**src/rtl/core/multi_queue_shared_ring_buffer_core_defines.svh**
```systemverilog
// Assertion macros shared by the multi-queue shared ring buffer RTL.
// Standalone header: no dependencies; assertions compile away under SYNTHESIS.
`ifndef MULTI_QUEUE_SHARED_RING_BUFFER_CORE_DEFINES_SVH
`define MULTI_QUEUE_SHARED_RING_BUFFER_CORE_DEFINES_SVH
`ifndef SYNTHESIS
// Same-cycle implication: cons must hold whenever ante holds
`define MQSRB_ASSERT_SAME(lbl, clk, rst_n, ante, cons) \
    lbl: assert property (@(posedge clk) disable iff (!(rst_n)) (ante) |-> (cons)) \
        else $error("mqsrb assertion failed");
// Next-cycle implication: cons must hold in the cycle after ante
`define MQSRB_ASSERT_NEXT(lbl, clk, rst_n, ante, cons) \
    lbl: assert property (@(posedge clk) disable iff (!(rst_n)) (ante) |=> (cons)) \
        else $error("mqsrb assertion failed");
`else
`define MQSRB_ASSERT_SAME(lbl, clk, rst_n, ante, cons)
`define MQSRB_ASSERT_NEXT(lbl, clk, rst_n, ante, cons)
`endif
`endif

```
**src/rtl/core/mqsrb_pkg.sv**
```systemverilog
// Shared types and constants for the multi-queue shared ring buffer.
// No dependencies; imported by every other RTL file of the block but mqsrb_ram and the macro header.
package mqsrb_pkg;

    // Default sizing
    localparam int STORE_DEPTH_DEF = 64;
    localparam int QUEUE_COUNT_DEF = 4;

    // Field widths
    localparam int CMD_W     = 2;
    localparam int QID_W     = 2;
    localparam int TAG_W     = 16;
    localparam int PAY_W     = 32;
    localparam int ENTRY_W   = TAG_W + PAY_W;
    localparam int STAT_W    = 2;
    localparam int CNT_W     = 7;
    localparam int BASE_W    = 6;
    localparam int BASE_VALS = 2 ** BASE_W;

    // Configuration port
    localparam int CFG_IDX_W  = 3;
    localparam int CFG_DATA_W = 7;
    localparam logic CFG_SEL_BASE = 1'b0;
    localparam logic CFG_SEL_SIZE = 1'b1;

    // Register reset values
    localparam int BASE_RST_STEP = 16;
    localparam int SIZE_RST      = 16;

    typedef enum logic [CMD_W-1:0] {
        CMD_ENQ  = 2'd0,
        CMD_DEQ  = 2'd1,
        CMD_PEEK = 2'd2,
        CMD_QRST = 2'd3
    } t_cmd;

    typedef enum logic [STAT_W-1:0] {
        ST_OK    = 2'd0,
        ST_EMPTY = 2'd1,
        ST_FULL  = 2'd2
    } t_status;

    // Result control handed from the queue controller to the output stage
    typedef struct packed {
        t_status            status;
        logic               hit;
        logic [CNT_W-1:0]   count;
    } t_res_info;

endpackage

```
**src/rtl/core/mqsrb_chan_if.sv**
```systemverilog
// Valid/ready channel interfaces for commands and results.
// Depends on mqsrb_pkg for the field widths.
interface mqsrb_cmd_if import mqsrb_pkg::*; ();
    logic               valid;
    logic               ready;
    logic [CMD_W-1:0]   cmd;
    logic [QID_W-1:0]   queue_sel;
    logic [TAG_W-1:0]   event_tag;
    logic [PAY_W-1:0]   event_payload;

    modport source (output valid, cmd, queue_sel, event_tag, event_payload, input ready);
    modport sink   (input valid, cmd, queue_sel, event_tag, event_payload, output ready);
endinterface

interface mqsrb_res_if import mqsrb_pkg::*; ();
    logic               valid;
    logic               ready;
    logic [STAT_W-1:0]  status;
    logic [TAG_W-1:0]   out_tag;
    logic [PAY_W-1:0]   out_payload;
    logic [CNT_W-1:0]   queue_count;

    modport source (output valid, status, out_tag, out_payload, queue_count, input ready);
    modport sink   (input valid, status, out_tag, out_payload, queue_count, output ready);
endinterface

```
**src/rtl/core/mqsrb_ram.sv**
```systemverilog
// Generic simple dual-port RAM: one write port, one read port, registered read.
// No package dependencies.
module mqsrb_ram #(
    parameter int WIDTH = 8,
    parameter int DEPTH = 16
) (
    input  logic                                  i_clk,
    input  logic                                  i_we,
    input  logic [((DEPTH > 1) ? $clog2(DEPTH) : 1)-1:0] i_waddr,
    input  logic [WIDTH-1:0]                      i_wdata,
    input  logic                                  i_re,
    input  logic [((DEPTH > 1) ? $clog2(DEPTH) : 1)-1:0] i_raddr,
    output logic [WIDTH-1:0]                      o_rdata
);

    logic [WIDTH-1:0] r_mem [DEPTH];
    logic [WIDTH-1:0] r_rdata;

    // Write on enable, read data updates only on read enable
    always_ff @(posedge i_clk) begin
        if (i_we) begin
            r_mem[i_waddr] <= i_wdata;
        end
        if (i_re) begin
            r_rdata <= r_mem[i_raddr];
        end
    end

    assign o_rdata = r_rdata;

endmodule

```
**src/rtl/core/mqsrb_cfg.sv**
```systemverilog
// Segment configuration registers: per-queue base (reduced into the store) and size.
// Depends on mqsrb_pkg for widths and reset values.
module mqsrb_cfg import mqsrb_pkg::*; #(
    parameter int STORE_DEPTH = STORE_DEPTH_DEF,
    parameter int QUEUE_COUNT = QUEUE_COUNT_DEF
) (
    input  logic                   i_clk,
    input  logic                   i_rst_n,
    input  logic                   i_we,
    input  logic [CFG_IDX_W-1:0]   i_index,
    input  logic [CFG_DATA_W-1:0]  i_wdata,
    output logic [((STORE_DEPTH > 1) ? $clog2(STORE_DEPTH) : 1)-1:0] o_base [QUEUE_COUNT],
    output logic [CNT_W-1:0]       o_size [QUEUE_COUNT]
);

    localparam int AW   = (STORE_DEPTH > 1) ? $clog2(STORE_DEPTH) : 1;
    localparam int QW   = (QUEUE_COUNT > 1) ? $clog2(QUEUE_COUNT) : 1;
    localparam int DW   = $clog2(STORE_DEPTH + 1);
    localparam int SZ_W = (CNT_W > DW) ? CNT_W : DW;

    logic [AW-1:0]              base_tab [BASE_VALS];
    logic [AW-1:0]              r_base [QUEUE_COUNT];
    logic [CNT_W-1:0]           r_size [QUEUE_COUNT];
    logic [CFG_IDX_W-2:0]       sel_q;
    logic                       sel_ok;

    // Base value reduced modulo the store depth, one constant per base code
    for (genvar g = 0; g < BASE_VALS; g++) begin : g_base_tab
        localparam logic [AW-1:0] BASE_MOD = AW'(g % STORE_DEPTH);
        assign base_tab[g] = BASE_MOD;
    end

    // Clamp a size to the store depth
    function automatic logic [CNT_W-1:0] cap_size(input logic [CNT_W-1:0] v);
        logic [SZ_W-1:0] lim;
        lim = SZ_W'(STORE_DEPTH);
        if (SZ_W'(v) > lim) begin
            return CNT_W'(STORE_DEPTH);
        end
        return v;
    endfunction

    // Register index: upper bits pick the queue, low bit picks base or size
    assign sel_q  = i_index[CFG_IDX_W-1:1];
    assign sel_ok = ({1'b0, sel_q} < 3'(QUEUE_COUNT));

    always_ff @(posedge i_clk) begin
        if (!i_rst_n) begin
            for (int q = 0; q < QUEUE_COUNT; q++) begin
                r_base[q] <= base_tab[BASE_W'(q * BASE_RST_STEP)];
                r_size[q] <= cap_size(CNT_W'(SIZE_RST));
            end
        end else if (i_we && sel_ok) begin
            if (i_index[0] == CFG_SEL_SIZE) begin
                r_size[sel_q[QW-1:0]] <= cap_size(i_wdata[CNT_W-1:0]);
            end else begin
                r_base[sel_q[QW-1:0]] <= base_tab[i_wdata[BASE_W-1:0]];
            end
        end
    end

    assign o_base = r_base;
    assign o_size = r_size;

endmodule

```
**src/rtl/core/mqsrb_qctl.sv**
```systemverilog
// Queue controller: per-queue offsets and counts, full/empty decisions, store addressing.
// Depends on mqsrb_pkg and the assertion macro header.
`include "multi_queue_shared_ring_buffer_core_defines.svh"
module mqsrb_qctl import mqsrb_pkg::*; #(
    parameter int STORE_DEPTH = STORE_DEPTH_DEF,
    parameter int QUEUE_COUNT = QUEUE_COUNT_DEF
) (
    input  logic                   i_clk,
    input  logic                   i_rst_n,
    input  logic                   i_fire,
    input  t_cmd                   i_cmd,
    input  logic [QID_W-1:0]       i_qid,
    input  logic [((STORE_DEPTH > 1) ? $clog2(STORE_DEPTH) : 1)-1:0] i_base [QUEUE_COUNT],
    input  logic [CNT_W-1:0]       i_size [QUEUE_COUNT],
    output logic                   o_ram_we,
    output logic [((STORE_DEPTH > 1) ? $clog2(STORE_DEPTH) : 1)-1:0] o_ram_waddr,
    output logic                   o_ram_re,
    output logic [((STORE_DEPTH > 1) ? $clog2(STORE_DEPTH) : 1)-1:0] o_ram_raddr,
    output t_res_info              o_info
);

    localparam int AW    = (STORE_DEPTH > 1) ? $clog2(STORE_DEPTH) : 1;
    localparam int QW    = (QUEUE_COUNT > 1) ? $clog2(QUEUE_COUNT) : 1;
    localparam int CMP_W = (AW + 1 > CNT_W) ? AW + 1 : CNT_W;

    logic [AW-1:0]      r_rd  [QUEUE_COUNT];
    logic [AW-1:0]      r_wr  [QUEUE_COUNT];
    logic [CNT_W-1:0]   r_cnt [QUEUE_COUNT];

    logic [AW-1:0]      n_rd;
    logic [AW-1:0]      n_wr;
    logic [CNT_W-1:0]   n_cnt;

    logic               q_ok;
    logic [QW-1:0]      q;
    logic [AW-1:0]      base;
    logic [CNT_W-1:0]   size;
    logic [AW-1:0]      rd;
    logic [AW-1:0]      wr;
    logic [CNT_W-1:0]   cnt;
    logic               full;
    logic               empty;
    logic [AW:0]        rd_inc;
    logic [AW:0]        wr_inc;
    logic [AW-1:0]      rd_adv;
    logic [AW-1:0]      wr_adv;
    logic [AW:0]        rd_sum;
    logic [AW:0]        wr_sum;
    logic [AW:0]        rd_wrap;
    logic [AW:0]        wr_wrap;

    // Select the addressed queue
    assign q_ok  = ({1'b0, i_qid} < 3'(QUEUE_COUNT));
    assign q     = i_qid[QW-1:0];
    assign base  = i_base[q];
    assign size  = i_size[q];
    assign rd    = r_rd[q];
    assign wr    = r_wr[q];
    assign cnt   = r_cnt[q];
    assign full  = (cnt >= size);
    assign empty = (cnt == '0) || (size == '0);

    // Advance offsets, wrap to zero at or past the segment size
    assign rd_inc = {1'b0, rd} + 1'b1;
    assign wr_inc = {1'b0, wr} + 1'b1;
    assign rd_adv = (CMP_W'(rd_inc) >= CMP_W'(size)) ? '0 : rd_inc[AW-1:0];
    assign wr_adv = (CMP_W'(wr_inc) >= CMP_W'(size)) ? '0 : wr_inc[AW-1:0];

    // Store address: base plus offset, folded once into the store
    assign rd_sum  = {1'b0, base} + {1'b0, rd};
    assign wr_sum  = {1'b0, base} + {1'b0, wr};
    assign rd_wrap = rd_sum - (AW + 1)'(STORE_DEPTH);
    assign wr_wrap = wr_sum - (AW + 1)'(STORE_DEPTH);
    assign o_ram_raddr = (rd_sum >= (AW + 1)'(STORE_DEPTH)) ? rd_wrap[AW-1:0] : rd_sum[AW-1:0];
    assign o_ram_waddr = (wr_sum >= (AW + 1)'(STORE_DEPTH)) ? wr_wrap[AW-1:0] : wr_sum[AW-1:0];

    // Decide the command outcome and next queue state
    always_comb begin
        n_rd     = rd;
        n_wr     = wr;
        n_cnt    = cnt;
        o_ram_we = 1'b0;
        o_ram_re = 1'b0;
        o_info.status = ST_OK;
        o_info.hit    = 1'b0;
        o_info.count  = '0;
        if (!q_ok) begin
            case (i_cmd)
                CMD_ENQ:  o_info.status = ST_FULL;
                CMD_DEQ:  o_info.status = ST_EMPTY;
                CMD_PEEK: o_info.status = ST_EMPTY;
                default:  o_info.status = ST_OK;
            endcase
        end else begin
            case (i_cmd)
                CMD_ENQ: begin
                    if (full) begin
                        o_info.status = ST_FULL;
                    end else begin
                        o_ram_we = i_fire;
                        n_wr     = wr_adv;
                        n_cnt    = cnt + 1'b1;
                    end
                end
                CMD_DEQ: begin
                    if (empty) begin
                        o_info.status = ST_EMPTY;
                    end else begin
                        o_ram_re   = i_fire;
                        o_info.hit = 1'b1;
                        n_rd       = rd_adv;
                        n_cnt      = cnt - 1'b1;
                    end
                end
                CMD_PEEK: begin
                    if (empty) begin
                        o_info.status = ST_EMPTY;
                    end else begin
                        o_ram_re   = i_fire;
                        o_info.hit = 1'b1;
                    end
                end
                default: begin
                    n_rd  = '0;
                    n_wr  = '0;
                    n_cnt = '0;
                end
            endcase
            o_info.count = n_cnt;
        end
    end

    // Hold per-queue offsets and counts; update the addressed queue on transfer
    always_ff @(posedge i_clk) begin
        if (!i_rst_n) begin
            for (int k = 0; k < QUEUE_COUNT; k++) begin
                r_rd[k]  <= '0;
                r_wr[k]  <= '0;
                r_cnt[k] <= '0;
            end
        end else if (i_fire && q_ok) begin
            r_rd[q]  <= n_rd;
            r_wr[q]  <= n_wr;
            r_cnt[q] <= n_cnt;
        end
    end

    // An accepted enqueue grows its queue by exactly one entry
    `MQSRB_ASSERT_NEXT(a_enq_grows, i_clk, i_rst_n, i_fire && q_ok && (i_cmd == CMD_ENQ) && !full, r_cnt[$past(q)] == $past(cnt) + 1'b1)
    // A queue reset leaves count and read offset at zero
    `MQSRB_ASSERT_NEXT(a_qrst_clears, i_clk, i_rst_n, i_fire && q_ok && (i_cmd == CMD_QRST), (r_cnt[$past(q)] == '0) && (r_rd[$past(q)] == '0))
    // Store is never both written and read by one command
    `MQSRB_ASSERT_SAME(a_one_port, i_clk, i_rst_n, o_ram_we, !o_ram_re)

endmodule

```
**src/rtl/core/multi_queue_shared_ring_buffer_core.sv**
```systemverilog
// A result is valid in the cycle after its command transfer.
// Throughput: one command per cycle while the result channel is ready; the store read
// is registered once and held in the result stage while the result channel stalls.
// Reset (synchronous, active low) clears all offsets, counts and the result stage and
// restores default segment bases and sizes; the entry store is not cleared.
// Depends on mqsrb_pkg, the channel interfaces, mqsrb_cfg, mqsrb_qctl and mqsrb_ram.
`include "multi_queue_shared_ring_buffer_core_defines.svh"
module multi_queue_shared_ring_buffer_core import mqsrb_pkg::*; #(
    parameter int STORE_DEPTH = STORE_DEPTH_DEF,
    parameter int QUEUE_COUNT = QUEUE_COUNT_DEF
) (
    input  logic                   i_clk,
    input  logic                   i_rst_n,
    mqsrb_cmd_if.sink              i_cmd,
    mqsrb_res_if.source            o_res,
    input  logic                   i_cfg_we,
    input  logic [CFG_IDX_W-1:0]   i_cfg_index,
    input  logic [CFG_DATA_W-1:0]  i_cfg_wdata
);

    localparam int AW = (STORE_DEPTH > 1) ? $clog2(STORE_DEPTH) : 1;

    logic [AW-1:0]      seg_base [QUEUE_COUNT];
    logic [CNT_W-1:0]   seg_size [QUEUE_COUNT];
    logic               fire;
    logic               ram_we;
    logic               ram_re;
    logic [AW-1:0]      ram_waddr;
    logic [AW-1:0]      ram_raddr;
    logic [ENTRY_W-1:0] ram_rdata;
    t_res_info          info;
    t_res_info          r_info;
    logic               r_out_valid;

    // Accept whenever the result stage is free or drains this cycle
    assign i_cmd.ready = i_rst_n && (!r_out_valid || o_res.ready);
    assign fire        = i_cmd.valid && i_cmd.ready;

    mqsrb_cfg #(
        .STORE_DEPTH (STORE_DEPTH),
        .QUEUE_COUNT (QUEUE_COUNT)
    ) u_cfg (
        .i_clk   (i_clk),
        .i_rst_n (i_rst_n),
        .i_we    (i_cfg_we),
        .i_index (i_cfg_index),
        .i_wdata (i_cfg_wdata),
        .o_base  (seg_base),
        .o_size  (seg_size)
    );

    mqsrb_qctl #(
        .STORE_DEPTH (STORE_DEPTH),
        .QUEUE_COUNT (QUEUE_COUNT)
    ) u_qctl (
        .i_clk       (i_clk),
        .i_rst_n     (i_rst_n),
        .i_fire      (fire),
        .i_cmd       (t_cmd'(i_cmd.cmd)),
        .i_qid       (i_cmd.queue_sel),
        .i_base      (seg_base),
        .i_size      (seg_size),
        .o_ram_we    (ram_we),
        .o_ram_waddr (ram_waddr),
        .o_ram_re    (ram_re),
        .o_ram_raddr (ram_raddr),
        .o_info      (info)
    );

    mqsrb_ram #(
        .WIDTH (ENTRY_W),
        .DEPTH (STORE_DEPTH)
    ) u_store (
        .i_clk   (i_clk),
        .i_we    (ram_we),
        .i_waddr (ram_waddr),
        .i_wdata ({i_cmd.event_tag, i_cmd.event_payload}),
        .i_re    (ram_re),
        .i_raddr (ram_raddr),
        .o_rdata (ram_rdata)
    );

    // Result stage: load on transfer in, drop on transfer out
    always_ff @(posedge i_clk) begin
        if (!i_rst_n) begin
            r_out_valid <= 1'b0;
        end else if (fire) begin
            r_out_valid <= 1'b1;
        end else if (o_res.ready) begin
            r_out_valid <= 1'b0;
        end
    end

    always_ff @(posedge i_clk) begin
        if (fire) begin
            r_info <= info;
        end
    end

    // Drive the result; entry fields come from the held store read
    assign o_res.valid       = r_out_valid;
    assign o_res.status      = r_info.status;
    assign o_res.queue_count = r_info.count;
    assign o_res.out_tag     = r_info.hit ? ram_rdata[ENTRY_W-1:PAY_W] : '0;
    assign o_res.out_payload = r_info.hit ? ram_rdata[PAY_W-1:0] : '0;

    // Every accepted command produces a pending result next cycle
    `MQSRB_ASSERT_NEXT(a_fire_gives_result, i_clk, i_rst_n, fire, r_out_valid)
    // A stalled result blocks further commands
    `MQSRB_ASSERT_SAME(a_stall_blocks, i_clk, i_rst_n, r_out_valid && !o_res.ready, !i_cmd.ready)
    // A successful read result always reports ok status
    `MQSRB_ASSERT_SAME(a_hit_is_ok, i_clk, i_rst_n, r_out_valid && r_info.hit, r_info.status == ST_OK)

endmodule

```
**src/flat_wrapper.sv**
```systemverilog
// flat-port wrapper written by rule: the top's interface ports become plain ports
module multi_queue_shared_ring_buffer_core_flat import mqsrb_pkg::*;
#(
    parameter int STORE_DEPTH = STORE_DEPTH_DEF,
    parameter int QUEUE_COUNT = QUEUE_COUNT_DEF
)
  (i_clk, i_rst_n, i_cfg_we, i_cfg_index, i_cfg_wdata, i_cmd_valid, i_cmd_cmd, i_cmd_queue_sel, i_cmd_event_tag, i_cmd_event_payload, i_cmd_ready, o_res_valid, o_res_status, o_res_out_tag, o_res_out_payload, o_res_queue_count, o_res_ready);
  mqsrb_cmd_if i_cmd_i ();
  mqsrb_res_if o_res_i ();
  input  logic i_clk;
  input  logic i_rst_n;
  input  logic i_cfg_we;
  input  logic [CFG_IDX_W-1:0] i_cfg_index;
  input  logic [CFG_DATA_W-1:0] i_cfg_wdata;
  input wire logic [$bits(i_cmd_i.valid)-1:0] i_cmd_valid;
  input wire logic [$bits(i_cmd_i.cmd)-1:0] i_cmd_cmd;
  input wire logic [$bits(i_cmd_i.queue_sel)-1:0] i_cmd_queue_sel;
  input wire logic [$bits(i_cmd_i.event_tag)-1:0] i_cmd_event_tag;
  input wire logic [$bits(i_cmd_i.event_payload)-1:0] i_cmd_event_payload;
  output wire logic [$bits(i_cmd_i.ready)-1:0] i_cmd_ready;
  output wire logic [$bits(o_res_i.valid)-1:0] o_res_valid;
  output wire logic [$bits(o_res_i.status)-1:0] o_res_status;
  output wire logic [$bits(o_res_i.out_tag)-1:0] o_res_out_tag;
  output wire logic [$bits(o_res_i.out_payload)-1:0] o_res_out_payload;
  output wire logic [$bits(o_res_i.queue_count)-1:0] o_res_queue_count;
  input wire logic [$bits(o_res_i.ready)-1:0] o_res_ready;
  assign i_cmd_i.valid = i_cmd_valid;
  assign i_cmd_i.cmd = i_cmd_cmd;
  assign i_cmd_i.queue_sel = i_cmd_queue_sel;
  assign i_cmd_i.event_tag = i_cmd_event_tag;
  assign i_cmd_i.event_payload = i_cmd_event_payload;
  assign i_cmd_ready = i_cmd_i.ready;
  assign o_res_valid = o_res_i.valid;
  assign o_res_status = o_res_i.status;
  assign o_res_out_tag = o_res_i.out_tag;
  assign o_res_out_payload = o_res_i.out_payload;
  assign o_res_queue_count = o_res_i.queue_count;
  assign o_res_i.ready = o_res_ready;
  multi_queue_shared_ring_buffer_core #(.STORE_DEPTH(STORE_DEPTH), .QUEUE_COUNT(QUEUE_COUNT)) u_core (.i_clk(i_clk), .i_rst_n(i_rst_n), .i_cmd(i_cmd_i), .o_res(o_res_i), .i_cfg_we(i_cfg_we), .i_cfg_index(i_cfg_index), .i_cfg_wdata(i_cfg_wdata));
endmodule
```
**config.mk**
```make
export PLATFORM = sky130hd
export DESIGN_NAME = multi_queue_shared_ring_buffer_core_flat
export DESIGN_NICKNAME = d
export VERILOG_FILES = /design/src/rtl/core/mqsrb_pkg.sv /design/src/rtl/core/mqsrb_chan_if.sv /design/src/rtl/core/mqsrb_ram.sv /design/src/rtl/core/mqsrb_cfg.sv /design/src/rtl/core/mqsrb_qctl.sv /design/src/rtl/core/multi_queue_shared_ring_buffer_core.sv /design/src/flat_wrapper.sv
export VERILOG_INCLUDE_DIRS = /design/src /design/src/rtl/core
export SDC_FILE = /design/constraint.sdc
export NUM_CORES = 2
export LEC_CHECK = 0
export BUFFER_PORTS_ARGS = -buffer_cell sky130_fd_sc_hd__buf_2
export CAP_MARGIN = 20
export CORE_UTILIZATION = 60
export CTS_CLUSTER_SIZE = 40
export DETAILED_ROUTE_END_ITERATION = 10
export GPL_TIMING_DRIVEN = 0
export PLACE_DENSITY = 0.77
export SLEW_MARGIN = 20
export SYNTH_ARGS = -nofsm -noshare
export SYNTH_HDL_FRONTEND = slang
export SYNTH_SLANG_ARGS = --single-unit
```
**constraint.sdc**
```tcl
create_clock -name i_clk -period 14.4 [get_ports i_clk]
set_input_delay 3.6 -clock i_clk [delete_from_list [all_inputs] [get_ports i_clk]]
set_output_delay 3.6 -clock i_clk [all_outputs]
set_load 0.005 [all_outputs]
```
==> results by group <==
Drt
  – DRT Pass-1 Iters: 7
  – Drt first-iter violations: 11100
  – Post-DR vias/cell: 7.13
  – WL per Instance: 38.4 µm
  – DR DRC count: 0
  – Post-route ant nets: 0
  – DRT Wirelength: 355000 µm
  – Vias: 66000

Worst setup path
  – Setup CP Type: input port to register
  – Crit path from: i_cmd_queue_sel[1]
  – CP Data Required Time: 15030 ps
  – Startpoint types: input port
  – WP data arrival: 11110 ps
  – Reg2Reg Launch Point: u_core.u_qctl.r_rd[3][0]
  – R2R Path End: u_core.u_store.o_rdata[29]
  – R2R cell count: 12
  – R2r setup slk: 7990 ps
  – CP endpoint kind: register
  – Crit path max fanout: 10

CTS
  – Worst-path clk slew: 60 ps
  – CTS Root Cell: clkbuf_16
  – Clk sinks: 3259
  – Longest Clk Path Bufs: 4
  – Resized Gates After CTS: 0
  – H-tree Lvls: 5
  – TritonCTS clock tree: yes
  – Num CTS Buffers: 330
  – CTS Hold Bufs: 0
  – Clk_lat worst skew: 990 ps
  – Total setup buffers inserted after CTS: 0

Timing
  – Final hold vios: 0
  – RSZ-0062 raised after global routing: no
  – Post-route clock period utilization: 0.728
  – Fin. max-slew vios: 0
  – Final-report setup violation count: 0
  – Worst-Margin Slew: 1250 ps
  – Worst clock skew: 77.5 ps
  – Final min period: 10480 ps
  – Slew HR: 0.169
  – Fmax: 95.4 MHz

Pwr
  – Sw Share: 0.254
  – Sw power: 5.64 mW
  – Peak VDD IR: 135 µV
  – Final Power: 22.2 mW
  – Pwr Density: 153 nW/µm²
  – Internal power: 16.6 mW
  – Leak: 46.9 nW
  – Clock share of power: 0.373
  – Logic pwr share: 0.154
  – Reg power frac: 0.473

GRT
  – Largest net degree at the start of global routing: 65
  – First-pass GRT wire length: 495000 µm
  – Gr usage total: 0.340
  – Gr ovfl total: 0
  – Vias in the first global route: 66600
  – Initial antenna violation count: 15

Status
  – Outcome: complete, no violations

Die
  – Die Wd: 460 µm
  – Core area: 208000 µm²
  – Row cnt: 167
  – Starting density of the core: 0.606
  – Die area: 212000 µm²
  – Die height: 460 µm
  – Boundary Pins: 126

Yosys
  – Post-synthesis register bit count: 3259
  – Main combinational cell family by area after synthesis: multiplexers
  – Syn Inst Count: 5243
  – Post-synthesis adder-cell area fraction: 0.00419
  – Synth warn: 0
  – Mapped cell area: 126000 µm²
  – Complex-gate fraction of the synthesized area: 0.00526
  – Yosys cell types: 58
  – Fraction of registers with async set/reset: 0
  – Syn_area_per_cell: 24.0 µm²
  – Post-Synth Simple-Gate Area: 0.0139
  – Syn nets: 5351
  – Main flop type after synthesis: edfxtp_1
  – Post-synth EDFFs: 3218
  – Post-synthesis mux area share: 0.192
  – Synth Area in XOR/XNOR: 0.00153
  – Seq/Total Area, Yosys: 0.774

Cells and area
  – Sequential cell area: 97500 µm²
  – Area grow syn2layout: 15.4%
  – Fin nets: 6319
  – Filler cells: 11400
  – Share of layout cells above drive strength 1: 0.348
  – Non-filler cells, final: 9263
  – Commonest non-fill, non-tap cell in the layout: edfxtp_1
  – Area of the multi-input gates: 27700 µm²
  – Most frequent cells in the layout: edfxtp_1 (3218), mux4_2 (990), buf_4 (410)

Place
  – Hpwl dp: 221000 µm
  – Final GP Congestion: 0.892
  – IO buf count: 120
  – Dpl cells: 8655

Worst hold path
  – Hold path cells: 2
  – Hold Path Class: register to register
  – Worst Hold Path EP: u_core.u_cfg.o_size[12]
  – Min-delay src: u_core.u_cfg.o_size[12]

Job
  – Max Cap Viol: 0
-- cell usage after synthesis, types with 32 or more instances --
cell type     n  area (µm²)
ha_1         39         488
a21oi_1      32         160
nor3_1       90         450
nor2b_1      35         219
clkbuf_1    203         762
nand2_1      49         184
mux2i_1     178        1780
edfxtp_1   3218       96600
nor2_1       68         255
and2_1       53         332
buf_1        62         233
dfxtp_1      41         821
mux4_2      990       22300
-- registers in the layout (all words and copies together) (netlist names) --
register	cells
u_core.o_res.queue_count	7
u_core.o_res.status	2
u_core.o_res.valid	1
u_core.r_info	1
u_core.u_cfg.o_base	24
u_core.u_cfg.o_size	28
u_core.u_qctl.r_cnt	28
u_core.u_qctl.r_rd	24
u_core.u_qctl.r_wr	24
u_core.u_store.o_rdata	48
u_core.u_store.r_mem	3072
-- power by group through the flow --
stage | clock (mW) | combinational (mW) | sequential (mW)
2_1_floorplan | 0 | 1.95 | 10.7
3_3_place_gp | 0 | 3.10 | 10.7
3_5_place_dp | 0 | 3.24 | 10.7
4_1_cts | 8.30 | 3.35 | 10.5
5_1_grt | 8.65 | 3.49 | 10.5
6_report | 8.28 | 3.43 | 10.5
-- area by class of cell --
type                    instances  share of cell area
inverters                      20            0.000516
flip-flops and latches       3259               0.670
well taps                    2788              0.0240
plain buffers                 287             0.00859
diodes                         19            0.000327
multi-input cells            1677               0.190
clock inverters               174              0.0101
repair buffers                636              0.0361
clock buffers                 403              0.0596
-- cell families after synthesis --
group,Yosys count
buffers and inverters,307
muxes,1173
xor gates and xnor gates,22
AOI/OAI and AO/OA,99
DFF,3259
adders and majority gates,41
and+or+nand+nor,342
-- layer usage --
layer,vias up,GRT usage,part of all wire
met2,6325,0.537,0.48
met5,-,0,0.00016
met1,34000,0.434,0.32
met3,1220,0.0801,0.13
met4,8,0.205,0.071
li1,24500,-,-
-- worst max-delay path, stage by stage --
cell,delay [ps]
buf_2,290
buf_2,390
buf_1,640
buf_2,420
mux4_2,610
ha_1,250
fa_1,640
clkbuf_1,720
buf_8,250
clkbuf_2,410
buf_16,240
clkbuf_1,740
mux4_2,450
mux4_2,480
mux2i_1,570
mux2i_1,380
-- through the flow --
stage / hold WS [ps] / worst slack (ps) / util / area (µm²) / TNS [ps]
finish: 475 / 3920 / 0.699 / 145000 / 0
global route: 498 / 4000 / 0.699 / 145000 / 0
CTS: 473 / 4230 / 0.697 / 145000 / 0
detailed placement: 465 / 3280 / 0.649 / 135000 / 0
global placement: 449 / -3280 / 0.626 / 130000 / -6439500
floorplan: 436 / 3750 / - / 126000 / 0
-- worst max-delay path by stage --
stage	endpoint
2_1_floorplan	u_core.u_store.r_mem[10][0]
3_3_place_gp	u_core.u_store.r_mem[13][36]
3_5_place_dp	u_core.u_store.o_rdata[47]
4_1_cts	u_core.u_store.o_rdata[8]
5_1_grt	u_core.u_store.o_rdata[29]
6_report	u_core.u_store.o_rdata[29]
No activity file was read; power rests on OpenSTA's default activity.
